## config.mk

```make
export PLATFORM = sky130hd
export DESIGN_NAME = dsc_walk
export DESIGN_NICKNAME = d
export VERILOG_FILES = /design/src/rtl/core/dsc_pkg.sv /design/src/rtl/core/dsc_walk.sv
export SDC_FILE = /design/constraint.sdc
export NUM_CORES = 1
export LEC_CHECK = 0
export BUFFER_PORTS_ARGS = -buffer_cell sky130_fd_sc_hd__buf_2
export CAP_MARGIN = 20
export CELL_PAD_IN_SITES_DETAIL_PLACEMENT = 1
export CELL_PAD_IN_SITES_GLOBAL_PLACEMENT = 1
export CORE_MARGIN = 5
export CORE_UTILIZATION = 53
export CTS_BUF_LIST = sky130_fd_sc_hd__clkbuf_4 sky130_fd_sc_hd__clkbuf_8 sky130_fd_sc_hd__clkbuf_16
export DETAILED_ROUTE_END_ITERATION = 10
export PLACE_DENSITY_LB_ADDON = 0.1
export SYNTH_ARGS = -nofsm -noshare
export SYNTH_HDL_FRONTEND = slang
export SYNTH_SLANG_ARGS = --single-unit
```

## constraint.sdc

```tcl
create_clock -name clk -period 7.3 [get_ports clk]
set_input_delay 0.73 -clock clk [delete_from_list [all_inputs] [get_ports clk]]
set_output_delay 0.73 -clock clk [all_outputs]
set_load 0.02 [all_outputs]
```

## src/rtl/core/dsc_pkg.sv

```systemverilog
// Shared types and constants for the digraph strong connectivity block.
// Depends on nothing; used by every module under rtl/core.
package dsc_pkg;

	localparam int MAX_VERTICES_DEF = 64;
	localparam int CMD_W            = 2;
	localparam int VERTEX_W         = 6;
	localparam int COUNT_W          = 7;

	typedef enum logic [CMD_W-1:0] {
		CMD_CLEAR = 2'd0,
		CMD_ADD   = 2'd1,
		CMD_EVAL  = 2'd2
	} command_t;

	typedef enum logic [1:0] {
		ADJ_CLEAR,
		ADJ_IDLE,
		ADJ_WR_A,
		ADJ_WR_B
	} adj_state_t;

	typedef enum logic [2:0] {
		WK_IDLE,
		WK_SEED,
		WK_POP,
		WK_STK,
		WK_ROW,
		WK_SCAN,
		WK_CHECK
	} walk_state_t;

	// edge store request from the command decoder
	typedef struct packed {
		logic clear;
		logic add;
		logic both;
	} adj_cmd_t;

	// walk engine status toward the top level
	typedef struct packed {
		logic busy;
		logic done;
		logic connected;
	} walk_status_t;

endpackage

```

## src/rtl/core/dsc_walk.sv

```systemverilog
// Depth-first walk engine: explicit stack in a synchronous memory, visited
// marks, and the per-start reachability check. Uses dsc_pkg.
module dsc_walk #(
	parameter int MAX_VERTICES = dsc_pkg::MAX_VERTICES_DEF,
	localparam int VW = $clog2(MAX_VERTICES),
	localparam int NW = ($clog2(MAX_VERTICES + 1) > dsc_pkg::COUNT_W) ?
		$clog2(MAX_VERTICES + 1) : dsc_pkg::COUNT_W
) (
	input  logic                    clk,
	input  logic                    arst_n,
	input  logic                    go,
	input  logic [NW-1:0]           n,
	input  logic [MAX_VERTICES-1:0] row_data,
	output logic                    rd_en,
	output logic [VW-1:0]           rd_addr,
	output dsc_pkg::walk_status_t   status
);

	localparam int SW = $clog2(MAX_VERTICES + 1);

	logic [VW-1:0] stk [MAX_VERTICES];
	logic [VW-1:0] stk_q;
	logic          stk_we, stk_re;
	logic [VW-1:0] stk_wa, stk_ra, stk_wd;

	dsc_pkg::walk_state_t state_q, state_d;
	logic [NW-1:0]           n_q, start_q;
	logic [SW-1:0]           sp_q, sp_dec;
	logic [MAX_VERTICES-1:0] visited_q, pending_q, mask_q;
	logic [MAX_VERTICES-1:0] mask_d, low_oh;
	logic [VW-1:0]           low_idx;
	logic                    done_q, connected_q;

	always_ff @(posedge clk) begin
		if (stk_we) begin
			stk[stk_wa] <= stk_wd;
		end
		if (stk_re) begin
			stk_q <= stk[stk_ra];
		end
	end

	assign sp_dec = sp_q - SW'(1);
	assign low_oh = pending_q & (~pending_q + MAX_VERTICES'(1));

	always_comb begin
		low_idx = '0;
		for (int i = 0; i < MAX_VERTICES; i++) begin
			if (low_oh[i]) begin
				low_idx = low_idx | VW'(i);
			end
		end
	end

	always_comb begin
		for (int u = 0; u < MAX_VERTICES; u++) begin
			mask_d[u] = (NW'(u) < n);
		end
	end

	always_comb begin
		state_d = state_q;
		unique case (state_q)
			dsc_pkg::WK_IDLE:  if (go) state_d = dsc_pkg::WK_SEED;
			dsc_pkg::WK_SEED:  state_d = (n_q == '0) ? dsc_pkg::WK_IDLE : dsc_pkg::WK_POP;
			dsc_pkg::WK_POP:   state_d = (sp_q == '0) ? dsc_pkg::WK_CHECK : dsc_pkg::WK_STK;
			dsc_pkg::WK_STK:   state_d = dsc_pkg::WK_ROW;
			dsc_pkg::WK_ROW:   state_d = dsc_pkg::WK_SCAN;
			dsc_pkg::WK_SCAN:  if (pending_q == '0) state_d = dsc_pkg::WK_POP;
			dsc_pkg::WK_CHECK: begin
				if ((visited_q != mask_q) || ((start_q + NW'(1)) == n_q)) begin
					state_d = dsc_pkg::WK_IDLE;
				end else begin
					state_d = dsc_pkg::WK_SEED;
				end
			end
			default: state_d = dsc_pkg::WK_IDLE;
		endcase
	end

	always_comb begin
		stk_we  = 1'b0;
		stk_wa  = sp_q[VW-1:0];
		stk_wd  = low_idx;
		stk_re  = 1'b0;
		stk_ra  = sp_dec[VW-1:0];
		rd_en   = 1'b0;
		rd_addr = stk_q;
		unique case (state_q)
			dsc_pkg::WK_SEED: begin
				stk_we = (n_q != '0);
				stk_wa = '0;
				stk_wd = VW'(start_q);
			end
			dsc_pkg::WK_POP: begin
				stk_re = (sp_q != '0);
			end
			dsc_pkg::WK_STK: begin
				rd_en = 1'b1;
			end
			dsc_pkg::WK_SCAN: begin
				stk_we = (pending_q != '0);
			end
			default: begin
				stk_we = 1'b0;
			end
		endcase
	end

	always_ff @(posedge clk or negedge arst_n) begin
		if (!arst_n) begin
			state_q     <= dsc_pkg::WK_IDLE;
			done_q      <= 1'b0;
			connected_q <= 1'b0;
			n_q         <= '0;
			start_q     <= '0;
			sp_q        <= '0;
		end else begin
			state_q <= state_d;
			done_q  <= 1'b0;
			case (state_q)
				dsc_pkg::WK_IDLE: begin
					if (go) begin
						n_q     <= n;
						start_q <= '0;
					end
				end
				dsc_pkg::WK_SEED: begin
					if (n_q == '0) begin
						done_q      <= 1'b1;
						connected_q <= 1'b1;
					end else begin
						sp_q <= SW'(1);
					end
				end
				dsc_pkg::WK_POP: begin
					if (sp_q != '0) begin
						sp_q <= sp_dec;
					end
				end
				dsc_pkg::WK_SCAN: begin
					if (pending_q != '0) begin
						sp_q <= sp_q + SW'(1);
					end
				end
				dsc_pkg::WK_CHECK: begin
					if (visited_q != mask_q) begin
						done_q      <= 1'b1;
						connected_q <= 1'b0;
					end else if ((start_q + NW'(1)) == n_q) begin
						done_q      <= 1'b1;
						connected_q <= 1'b1;
					end else begin
						start_q <= start_q + NW'(1);
					end
				end
				default: begin
					done_q <= 1'b0;
				end
			endcase
		end
	end

	// vertex sets of the walk in progress
	always_ff @(posedge clk) begin
		case (state_q)
			dsc_pkg::WK_IDLE: begin
				if (go) begin
					mask_q <= mask_d;
				end
			end
			dsc_pkg::WK_SEED: begin
				visited_q <= MAX_VERTICES'(1) << start_q;
			end
			dsc_pkg::WK_ROW: begin
				pending_q <= row_data & ~visited_q & mask_q;
			end
			dsc_pkg::WK_SCAN: begin
				visited_q <= visited_q | low_oh;
				pending_q <= pending_q & ~low_oh;
			end
			default: begin
				pending_q <= pending_q;
			end
		endcase
	end

	assign status.busy      = (state_q != dsc_pkg::WK_IDLE);
	assign status.done      = done_q;
	assign status.connected = connected_q;

endmodule

```

# ---- Word level (Yosys, flattened, before mapping)
# Memories as Yosys holds them, arrays and structs flattened. A register that Yosys moved wholly into a read port is not among the register bits.
# Cells that the tools add are included.
dict set report op_classes {
  n_addsub 4
  multipliers 0
  div 0
  magnitude_cmp 64
  n_eq_ne 17
  shifts 1
  muxes 116
  n_bitwise 8
  n_reduce_logical 19
}
# cell count
set op_table {}
lappend op_table {{64-bit bitwise AND} 4}
lappend op_table {{64-bit one-hot mux with 2 select lines} 2}
lappend op_table {{6-bit by 7-bit < comparator with 1-bit output, first input constant} 32}
lappend op_table {{6-bit 2-to-1 mux} 34}
lappend op_table {{64-bit inverter} 3}
lappend op_table {{64-bit 2-to-1 mux} 2}
lappend op_table {{5-bit by 7-bit < comparator with 1-bit output, first input constant} 16}
lappend op_table {{7-bit 2-to-1 mux} 15}
lappend op_table {{5-bit 2-to-1 mux} 16}
lappend op_table {{64-bit by 1-bit adder with 64-bit output, second input constant} 1}
lappend op_table {{64-bit zero test} 1}
lappend op_table {{64-bit inequality test} 1}
lappend op_table {{64-bit bitwise OR} 1}
lappend op_table {{64-bit nonzero test} 1}
lappend op_table {{1-bit by 7-bit left shift with 64-bit output, first input constant} 1}
lappend op_table {{4-bit by 7-bit < comparator with 1-bit output, first input constant} 8}
lappend op_table {{4-bit 2-to-1 mux} 8}
lappend op_table {{3-bit 2-to-1 mux} 10}
lappend op_table {{3-bit by 7-bit < comparator with 1-bit output, first input constant} 4}
lappend op_table {{3-bit one-hot mux with 7 select lines} 1}
lappend op_table {{7-bit one-hot mux with 3 select lines} 1}
lappend op_table {{1-bit 2-to-1 mux} 20}
lappend op_table {{2-bit inequality test, second input constant} 8}
lappend op_table {{7-bit by 1-bit adder with 7-bit output, second input constant} 2}
lappend op_table {{20 further kinds} 37}
dict set report totals {
  ff_bits 218
  latchBits 0
  ramBits 384
  rom_bits 0
  input_bits 74
  output_inout_bits 10
  elab_cells 239
  mem_count 1
}
# memory depth word_bits read_ports rd_clocked_by_memory_dff wr line_no
set mem_list {}
lappend mem_list {stk 64 6 1 1 1 dsc_walk.sv:21} ;# logic [VW-1:0] stk [MAX_VERTICES];

# ---- Logic depth before layout (Yosys ltp)
# Gate-level depths: netlist of the first run.
dict set report depth {
  ltp_word 67
  mapped_depth 13
}

# ---- Worst setup path before layout of the first run
# Ideal clock, no wire load.
dict set report synth_timing {
  path_kind {reg2reg}
  startpoint {register state_q[0]}
  endpoint {memory stk[4][0] (netlist bit) (enable)}
  t_arrival_ns 4.748
  required_ns 6.923
  slack_ns 2.175
  stages_incl_launch_ff 8
  path_buffers 1
  synth_period_minus_slack_ns 5.125
  cell_sequence {dfrtp_1 inv_1 nor2_1 nand2_1 clkbuf_1 a21oi_2 nand4b_1 nor3_1}
}
dict set report synth_via {
  elab_chain_cells 4
}
# element line_no
set synth_lines {}
lappend synth_lines {{start, declared} dsc_walk.sv:26} ;# dsc_pkg::walk_state_t state_q, state_d;
lappend synth_lines {{start signal, assigned} dsc_walk.sv:112} ;# state_q <= dsc_pkg::WK_IDLE;
lappend synth_lines {{start signal, assigned} dsc_walk.sv:119} ;# state_q <= state_d;
lappend synth_lines {{3-bit == test or 3-bit by 1-bit == test with 1-bit output (tied branches)} dsc_walk.sv:89} ;# unique case (state_q)
lappend synth_lines {{1-bit one-hot mux with 2 select lines} dsc_walk.sv:89}
lappend synth_lines {{1-bit 2-to-1 mux} dsc_walk.sv:35} ;# if (stk_we) begin
lappend synth_lines {{1-bit 2-to-1 mux (not written as such)} dsc_walk.sv:36} ;# stk[stk_wa] <= stk_wd;
lappend synth_lines {{end, declared} dsc_walk.sv:21}
# Parallel ways exist; a longest one is shown, timed or not.

# ---- Worst setup path after layout of the first run
dict set report layout_timing {
  startpoint {register pending_q[15]}
  endpoint {memory stk[34][2] (netlist bit) (data pin)}
}
dict set report layout_via {
  elab_chain_cells 53
}
# element line_no
set layout_lines {}
lappend layout_lines {{start, declared} dsc_walk.sv:29} ;# logic [MAX_VERTICES-1:0] visited_q, pending_q, mask_q;
lappend layout_lines {{start signal, assigned} dsc_walk.sv:176} ;# pending_q <= row_data & ~visited_q & mask_q;
lappend layout_lines {{start signal, assigned} dsc_walk.sv:180} ;# pending_q <= pending_q & ~low_oh;
lappend layout_lines {{start signal, assigned} dsc_walk.sv:183} ;# pending_q <= pending_q;
lappend layout_lines {{64-bit inverter} dsc_walk.sv:44} ;# assign low_oh = pending_q & (~pending_q + MAX_VERTICES'(1));
lappend layout_lines {{64-bit by 1-bit adder with 64-bit output} dsc_walk.sv:44}
lappend layout_lines {{64-bit bitwise AND *} dsc_walk.sv:44}
lappend layout_lines {{4-bit 2-to-1 mux} dsc_walk.sv:49} ;# if (low_oh[i]) begin
lappend layout_lines {{5-bit 2-to-1 mux (16 in a row)} dsc_walk.sv:49}
lappend layout_lines {{6-bit 2-to-1 mux (31 in a row)} dsc_walk.sv:49}
lappend layout_lines {{6-bit 2-to-1 mux *} dsc_walk.sv:49}
lappend layout_lines {{6-bit 2-to-1 mux *} dsc_walk.sv:89}
lappend layout_lines {{named net stk_wd[2]} dsc_walk.sv:24} ;# logic [VW-1:0] stk_wa, stk_ra, stk_wd;
# The timed path passes the listed nets; every way through them passes the cells marked *.

==> results of run 1 <==
## cells by family (layout without fill, tap and decap cells)
logic type | count (synthesis) | in the layout | synth area share, %
DFF | 608 | 608 | 65.4
buffers and inverters | 164 | 288 | 2.32
xor gates and xnor gates | 17 | 17 | 0.587
adders and majority gates | 8 | 8 | 0.361
and+or+nand+nor | 706 | 706 | 13.4
muxes | 131 | 131 | 10.4
AOI/OAI and AO/OA | 335 | 335 | 7.46
## cell type report
class,count,area (um2)
clock buffers,90,1930
inverters,50,188
flip-flops and latches,608,18100
multi-input cells,1197,9040
fillers,4926,20300
clock inverters,33,327
repair buffers,115,703
well taps,680,851
## synthesized netlist by cell type, types with 5 or more instances
| master | instances |
|---|---|
| sky130_fd_sc_hd__a21oi_1 | 60 |
| sky130_fd_sc_hd__a31oi_1 | 12 |
| sky130_fd_sc_hd__and2_1 | 6 |
| sky130_fd_sc_hd__and3_1 | 8 |
| sky130_fd_sc_hd__and4_1 | 6 |
| sky130_fd_sc_hd__buf_1 | 16 |
| sky130_fd_sc_hd__buf_2 | 10 |
| sky130_fd_sc_hd__clkbuf_1 | 84 |
| sky130_fd_sc_hd__dfrtp_1 | 26 |
| sky130_fd_sc_hd__edfxtp_1 | 582 |
| sky130_fd_sc_hd__ha_1 | 8 |
| sky130_fd_sc_hd__inv_1 | 50 |
| sky130_fd_sc_hd__mux4_2 | 126 |
| sky130_fd_sc_hd__nand2_1 | 137 |
| sky130_fd_sc_hd__nand2b_1 | 53 |
| sky130_fd_sc_hd__nand3_1 | 112 |
| sky130_fd_sc_hd__nand4_1 | 19 |
| sky130_fd_sc_hd__nand4b_1 | 8 |
| sky130_fd_sc_hd__nor2_1 | 126 |
| sky130_fd_sc_hd__nor2b_1 | 66 |
| sky130_fd_sc_hd__nor3_1 | 46 |
| sky130_fd_sc_hd__nor3b_1 | 6 |
| sky130_fd_sc_hd__nor4_1 | 53 |
| sky130_fd_sc_hd__o2111ai_1 | 15 |
| sky130_fd_sc_hd__o21ai_0 | 130 |
| sky130_fd_sc_hd__o21bai_1 | 8 |
| sky130_fd_sc_hd__o22ai_1 | 45 |
| sky130_fd_sc_hd__o31ai_1 | 10 |
| sky130_fd_sc_hd__or2_2 | 7 |
| sky130_fd_sc_hd__or3_1 | 12 |
| sky130_fd_sc_hd__or4_1 | 20 |
| sky130_fd_sc_hd__xnor2_1 | 11 |
| sky130_fd_sc_hd__xor2_1 | 5 |
## cells in the final DEF (no fill, tap or decap), drive strengths merged, types with 12 or more instances in the layout
cell type,n
or4,22
nand2,137
o2111ai,15
dfrtp,26
nor2,128
nand4,20
a31oi,12
inv,52
nand2b,53
or3,12
a21oi,61
edfxtp,582
mux4,126
buf,115
nor4,58
nor3,48
o22ai,45
clkinv,23
nand3,113
nor2b,66
o21ai,131
clkbuf,90
## worst max path at each step
stage,cells after the start,slack [ns],end,start
floorplan,7,2.17,stk[4][0],state_q[0]
global placement,7,2.39,stk[8][4],pending_q[15]
detailed placement,7,2.17,stk[8][4],pending_q[15]
CTS,7,2.13,stk[41][4],pending_q[15]
global route,8,2.31,stk[49][2],pending_q[15]
finish,8,2.17,stk[34][2],pending_q[15]
## power groups by stage
| stage | sequential [mW] | clock (mW) | combinational (mW) |
|---|---|---|---|
| after floorplan | 5.12 | 0 | 2.27 |
| after global placement | 5.39 | 0 | 3.37 |
| after detailed placement | 5.41 | 0 | 3.47 |
| after CTS | 5.35 | 3.53 | 3.51 |
| after global routing | 5.39 | 3.71 | 3.80 |
| final | 5.38 | 3.50 | 3.63 |
## per-layer routing
metal | up-vias | track usage, %
li1 | 7915 | -
met1 | 10200 | 53.2
met2 | 1323 | 49.0
met3 | 170 | 9.83
met4 | 4 | 8.43
met5 | - | 0
## registers in the layout (all words and copies together) (netlist names)
register / cells
n_q: 7
stk: 384
rd_addr: 6
done_q: 1
mask_q: 64
start_q: 7
visited_q: 64
sp_q: 7
connected_q: 1
pending_q: 64
state_q: 3
## per-stage QoR
stage,worst slack (ns),cell area (um2),instances,hold slack (ns)
2_1_floorplan,2.17,27700,1969,0.434
3_3_place_gp,2.39,28800,2642,0.469
3_5_place_dp,2.17,28800,2644,0.480
4_1_cts,2.13,31100,2767,0.132
5_1_grt,2.31,31200,2773,0.158
6_report,2.17,31200,2773,0.137
==> impl_metrics.py, run 1 <==
metrics = {
    "outcome": {
        "outcome": "completed",
    },
    "yosys": {
        "postSynthCellCount": 1969,
        "share_of_synthesized_area_occupied_by_flip_flops_and_latches_pct": 65.4,
        "yosys_warnings": 0,
        "synthDominantCellAreaShare_pct": 63.1,
        "netlist_top_cells_area": "sky130_fd_sc_hd__edfxtp_1 (63%), sky130_fd_sc_hd__mux4_2 (10%), sky130_fd_sc_hd__dfrtp_1 (2.3%)",
        "async_flop_share_pct": 4.28,
        "yosys.cell_types.count": 78,
        "postSynthRegisterBits": 608,
        "syn-cell-area_um2": 27700,
        "synth_fp_nets": 2051,
        "ys_dominant_reg_cell": "sky130_fd_sc_hd__edfxtp_1",
        "synth-edff-count": 582,
        "synthesized_area_per_cell_um2": 14.1,
        "yosys.area.top_type": "sky130_fd_sc_hd__edfxtp_1",
    },
    "timing": {
        "fmaxAchievable_ghz": 0.195,
        "layout_min_cycle_time_ns": 5.13,
        "worstMarginPinSlew_ns": 1.10,
        "finalSetupTns_ns": 0,
        "min_period_over_period_pct": 70.3,
        "slew_violations": 0,
        "timing.final.hold_violations": 0,
        "fin_skew_ns": 0.0222,
        "unrepaired_setup_endpoints_after_global_routing": "no",
        "setup_viol": 0,
        "slew-limit-headroom_pct": 26.2,
    },
    "floorplanning": {
        "die_width_um": 239,
        "die-area_um2": 57000,
        "design.portCount": 84,
        "die_h_um": 239,
        "starting_density_of_the_core_pct": 53.8,
        "rows": 83,
        "design.core.area_um2": 51500,
    },
    "pwr": {
        "power.share.switching_pct": 35.0,
        "fin_total_pwr_mw": 12.5,
        "cellPowerDensity_nw_per_um2": 401,
        "p_int_mw": 8.14,
        "power.net_switching_mw": 4.38,
        "cellLeakagePower_nw": 10.2,
        "power_frac_clock_pct": 28.0,
        "pwr-share-comb_pct": 29.0,
        "irDropWorstVdd_mv": 0.290,
        "seq_power_share_pct": 43.0,
    },
    "finish": {
        "final_net_count": 2121,
        "final_layout_size_suffix_gt1_share_pct": 19.2,
        "n_antenna_cell": 0,
        "area_growth_pct": 12.5,
        "postLayoutCoreUtil_pct": 60.5,
    },
    "setup_path": {
        "critical_path.reg2reg.endpoint": "stk[34][2]",
        "path_cells": "nor4_1 > and4_1 > nand4_1 > nor3_1 > a221o_1 > nor4b_1 > a32oi_4 > buf_4",
        "crit_arrival_ns": 5.45,
        "ff2ff_setup_slack_ns": 2.17,
        "critical_path_class": "flip-flop to flip-flop",
        "timing.critical_path.slowest_cell_delay_ns": 1.01,
        "start_kind": "flip-flop",
        "rr_worst_depth": 8,
        "critical_path_required_time_ns": 7.62,
        "reg2reg_from": "pending_q[15]",
        "end_kind": "flip-flop",
        "cpMaxStageDelayCell": "sky130_fd_sc_hd__nor3_1",
        "crit_fanout": 64,
        "critPathBufInv": 1,
        "crit_family": "simple AND/OR/NAND/NOR gates",
    },
    "route": {
        "detail_route.first_pass.iterations": 5,
        "first_iter_violations": 3128,
        "wl_met2_um": 42900,
        "topRoutingLayerUsed": "met5",
        "wl_met3_um": 12300,
        "wl_um": 98800,
        "route.layer.met1.wl_um": 40900,
        "antenna_violating_nets_left": 0,
        "via_count_normalized_by_instance_count": 7.08,
        "post-route-drc-count": 0,
        "wire_length_per_cell_after_detailed_routing_um": 35.6,
        "vias": 19600,
    },
    "cts": {
        "numCtsBuffers": 67,
        "cts_sinks": 608,
        "cts.repair_timing.setup_buffer_count": 0,
        "cts_repair_resize_count": 0,
        "cts_tree": "built",
        "clkTransAtPathRegs_ns": 0.07,
        "htree_levels": 3,
        "clk_root_buffer_cell": "sky130_fd_sc_hd__clkbuf_16",
        "cts-hold-fix-buffers": 0,
        "clockBufferDepth": 3,
        "worst_skew_pair.late_latency_ns": 0.62,
    },
    "min_path": {
        "hold_class": "primary input to asynchronous set/reset pin",
    },
    "grt": {
        "groute.usage.overall_pct": 34.5,
        "grt_pass1_vias": 19100,
        "grt-ovfl-total": 0,
        "antenna_found_initial": 6,
        "grt_max_degree": 70,
        "grt_pass1_wl_um": 141000,
    },
    "flow_run": {
        "max_cap_violations": 0,
    },
    "placement": {
        "numPortBuffers": 83,
        "post-dp-hpwl_um": 68400,
        "finalWeightedCongestion": 0.982,
    },
}
Power figures use the tool's default switching activity.
==> run 2, diff against run 1 <==
--- a/config.mk
+++ b/config.mk
@@ -5,12 +5,13 @@
 export SDC_FILE = /design/constraint.sdc
 export NUM_CORES = 1
 export LEC_CHECK = 0
+export ABC_AREA = 1
 export BUFFER_PORTS_ARGS = -buffer_cell sky130_fd_sc_hd__buf_2
 export CAP_MARGIN = 20
 export CELL_PAD_IN_SITES_DETAIL_PLACEMENT = 1
 export CELL_PAD_IN_SITES_GLOBAL_PLACEMENT = 1
 export CORE_MARGIN = 5
-export CORE_UTILIZATION = 53
+export CORE_UTILIZATION = 45
 export CTS_BUF_LIST = sky130_fd_sc_hd__clkbuf_4 sky130_fd_sc_hd__clkbuf_8 sky130_fd_sc_hd__clkbuf_16
 export DETAILED_ROUTE_END_ITERATION = 10
 export PLACE_DENSITY_LB_ADDON = 0.1
==> constraint.sdc (replaced) <==
create_clock -name clk -period 4.55 [get_ports clk]
set_input_delay 0.455 -clock clk [delete_from_list [all_inputs] [get_ports clk]]
set_output_delay 0.455 -clock clk [all_outputs]
set_load 0.02 [all_outputs]
==> run 2 against run 1 <==
Combinational power grew 140%. Die area is 21% higher. Total power is 81% higher. Clock power up 57%. Highest routed layer unchanged. Largest cell class unchanged.
==> impl_metrics.py, run 2 <==
metrics = {
    "outcome": {
        "outcome": "completed",
    },
    "yosys": {
        "yosys_warnings": 0,
        "yosys.cell_types.count": 46,
        "synth-edff-count": 582,
        "postSynthCellCount": 2876,
        "netlist_top_cells_area": "sky130_fd_sc_hd__edfxtp_1 (61%), sky130_fd_sc_hd__nand2_1 (6.9%), sky130_fd_sc_hd__nor2_1 (6.7%)",
        "ys_dominant_reg_cell": "sky130_fd_sc_hd__edfxtp_1",
        "synth_commonest_cells": "sky130_fd_sc_hd__edfxtp_1 (582), sky130_fd_sc_hd__nand2_1 (532), sky130_fd_sc_hd__nor2_1 (516)",
        "postSynthRegisterBits": 608,
        "syn-cell-area_um2": 28800,
        "synthMostInstantiatedCell": "sky130_fd_sc_hd__edfxtp_1",
        "async_flop_share_pct": 4.28,
        "synthDominantCellAreaShare_pct": 60.7,
        "share_of_synthesized_area_occupied_by_flip_flops_and_latches_pct": 62.9,
        "synthesized_area_per_cell_um2": 10.0,
        "synth_fp_nets": 2958,
        "yosys.area.top_type": "sky130_fd_sc_hd__edfxtp_1",
    },
    "timing": {
        "min_period_over_period_pct": 90.3,
        "finalSetupTns_ns": 0,
        "slew_violations": 0,
        "slew-limit-headroom_pct": 20.3,
        "fmaxAchievable_ghz": 0.243,
        "unrepaired_setup_endpoints_after_global_routing": "no",
        "layout_min_cycle_time_ns": 4.11,
        "setup_viol": 0,
        "worstMarginPinSlew_ns": 1.19,
        "fin_skew_ns": 0.0192,
        "timing.final.hold_violations": 0,
    },
    "cts": {
        "worst_skew_pair.late_latency_ns": 0.62,
        "cts-hold-fix-buffers": 1,
        "clkTransAtPathRegs_ns": 0.06,
        "cts_sinks": 608,
        "clk_root_buffer_cell": "sky130_fd_sc_hd__clkbuf_16",
        "cts.repair_timing.setup_buffer_count": 0,
        "cts_tree": "built",
        "htree_levels": 3,
        "cts_repair_resize_count": 0,
        "numCtsBuffers": 70,
        "clockBufferDepth": 3,
    },
    "finish": {
        "register_containing_the_most_flip_flops_in_the_final_layout": "stk",
        "layout.cells.most_common": "sky130_fd_sc_hd__edfxtp_1",
        "largest_register_ffs": 384,
        "most-common-layout-cells": "sky130_fd_sc_hd__edfxtp_1 (582), sky130_fd_sc_hd__nand2_1 (532), sky130_fd_sc_hd__nor2_1 (514)",
        "final_layout_size_suffix_gt1_share_pct": 9.74,
        "area_growth_pct": 12.8,
        "final_area_um2": 32500,
        "n_antenna_cell": 0,
        "final-instance-count-excl-fill": 3845,
        "final_net_count": 3031,
    },
    "floorplanning": {
        "design.portCount": 84,
        "starting_density_of_the_core_pct": 45.6,
        "design.core.area_um2": 63200,
        "die_h_um": 263,
        "die-area_um2": 69200,
        "die_width_um": 263,
        "rows": 92,
    },
    "grt": {
        "grt_pass1_wl_um": 162000,
        "grt_max_degree": 127,
        "antenna_found_initial": 4,
        "groute.usage.overall_pct": 31.4,
        "grt-ovfl-total": 0,
        "grt_pass1_vias": 23900,
    },
    "pwr": {
        "cellPowerDensity_nw_per_um2": 699,
        "cellLeakagePower_nw": 11.9,
        "irDropWorstVdd_mv": 0.466,
    },
    "route": {
        "vias": 23100,
        "antenna_violating_nets_left": 0,
        "wire_length_per_cell_after_detailed_routing_um": 29.0,
        "wl_um": 111000,
        "detail_route.first_pass.iterations": 5,
        "first_iter_violations": 2211,
        "via_count_normalized_by_instance_count": 5.99,
        "post-route-drc-count": 0,
    },
    "setup_path": {
        "ff2ff_setup_slack_ns": 0.44,
        "critical_path_required_time_ns": 4.99,
        "start_kind": "flip-flop",
        "reg2reg_from": "pending_q[8]",
        "end_kind": "flip-flop",
        "crit_fanout": 35,
        "critical_path.reg2reg.endpoint": "stk[60][3]",
        "critical_path_class": "flip-flop to flip-flop",
        "crit_arrival_ns": 4.55,
        "rr_worst_depth": 14,
    },
    "flow_run": {
        "max_cap_violations": 0,
    },
    "min_path": {
        "hold_class": "primary input to flip-flop",
        "timing.hold.worst.start": "n[6]",
        "min_delay_path_depth": 1,
        "holdPathEnd": "mask_q[63]",
    },
    "placement": {
        "dpl_cell_area_um2": 30300,
        "numPortBuffers": 83,
        "post-dp-hpwl_um": 83100,
        "finalWeightedCongestion": 1.04,
        "dp.cells": 3722,
    },
}
-- run 2: critical path, stage by stage (launching register included) --
cell and delay [ns]:
sky130_fd_sc_hd__edfxtp_1 0.48, sky130_fd_sc_hd__nor2_1 0.29, sky130_fd_sc_hd__nand2_1 0.12, sky130_fd_sc_hd__nor2_1 0.29
sky130_fd_sc_hd__nand2_1 0.35, sky130_fd_sc_hd__nor2_1 0.42, sky130_fd_sc_hd__nand2_1 0.22, sky130_fd_sc_hd__nor2_1 0.59
sky130_fd_sc_hd__inv_1 0.13, sky130_fd_sc_hd__nand3_1 0.10, sky130_fd_sc_hd__nor2_1 0.06, sky130_fd_sc_hd__nand3_1 0.07
sky130_fd_sc_hd__nand2_1 0.07, sky130_fd_sc_hd__inv_2 0.45, sky130_fd_sc_hd__buf_12 0.27
-- run 2: per-layer routing --
metal  share of wire [%]  vias up  global-route usage, %
met5               0.030        -                      0
met4                 6.2        4                   16.5
met3                 5.1      236                   4.12
met2                  49      836                   53.4
met1                  40    11700                   39.4
li1                    -    10300                      -
-- run 2: cell type report --
class / instances / area [um2]
Fill cell: 6962 / 30700
Clock buffer: 86 / 1870
Sequential cell: 608 / 18100
Timing Repair Buffer: 127 / 861
Inverter: 203 / 766
Clock inverter: 36 / 345
Multi-Input combinational cell: 1939 / 9460
Tap cell: 846 / 1060
-- run 2: power breakdown --
part	switching (mW)	total (mW)	leakage, nW	internal [mW]
Sequential	0.579	8.32	5.67	7.74
Combinational	6.58	8.87	5.08	2.29
Clock	2.33	5.51	1.11	3.18
-- run 2: metrics by stage --
step / utilization (%) / hold WS [ns] / setup slack [ns] / total power [mW]
6_report: 51.4 / 0.0719 / 0.442 / 22.7
5_1_grt: 51.4 / 0.0579 / 0.230 / 23.7
4_1_cts: 51.4 / 0.0444 / 0.503 / 22.7
3_5_place_dp: 47.9 / 0.488 / 0.522 / 17.2
3_3_place_gp: 47.9 / 0.482 / 0.445 / 17.0
2_1_floorplan: - / 0.159 / 0.752 / 13.4
-- run 2: how the worst max path moves through the flow --
| stage | from | to | cells past startpoint |
|---|---|---|---|
| 2_1_floorplan | state_q[1] | stk[0][1] | 11 |
| 3_3_place_gp | pending_q[8] | stk[33][4] | 14 |
| 3_5_place_dp | pending_q[8] | stk[37][4] | 14 |
| 4_1_cts | pending_q[8] | stk[52][4] | 14 |
| 5_1_grt | pending_q[8] | stk[35][4] | 14 |
| 6_report | pending_q[8] | stk[60][3] | 14 |
-- run 2: cell families (layout without fill, tap and decap cells) --
group / count (synthesis) / after routing / synth area share, %
flops: 608 / 608 / 62.9
simple gates: 1327 / 1327 / 19.1
mux: 39 / 39 / 1.36
fa+ha+maj: 8 / 8 / 0.348
xor+xnor: 9 / 9 / 0.326
buf+inv: 329 / 452 / 4.46
compound gates: 556 / 556 / 11.4
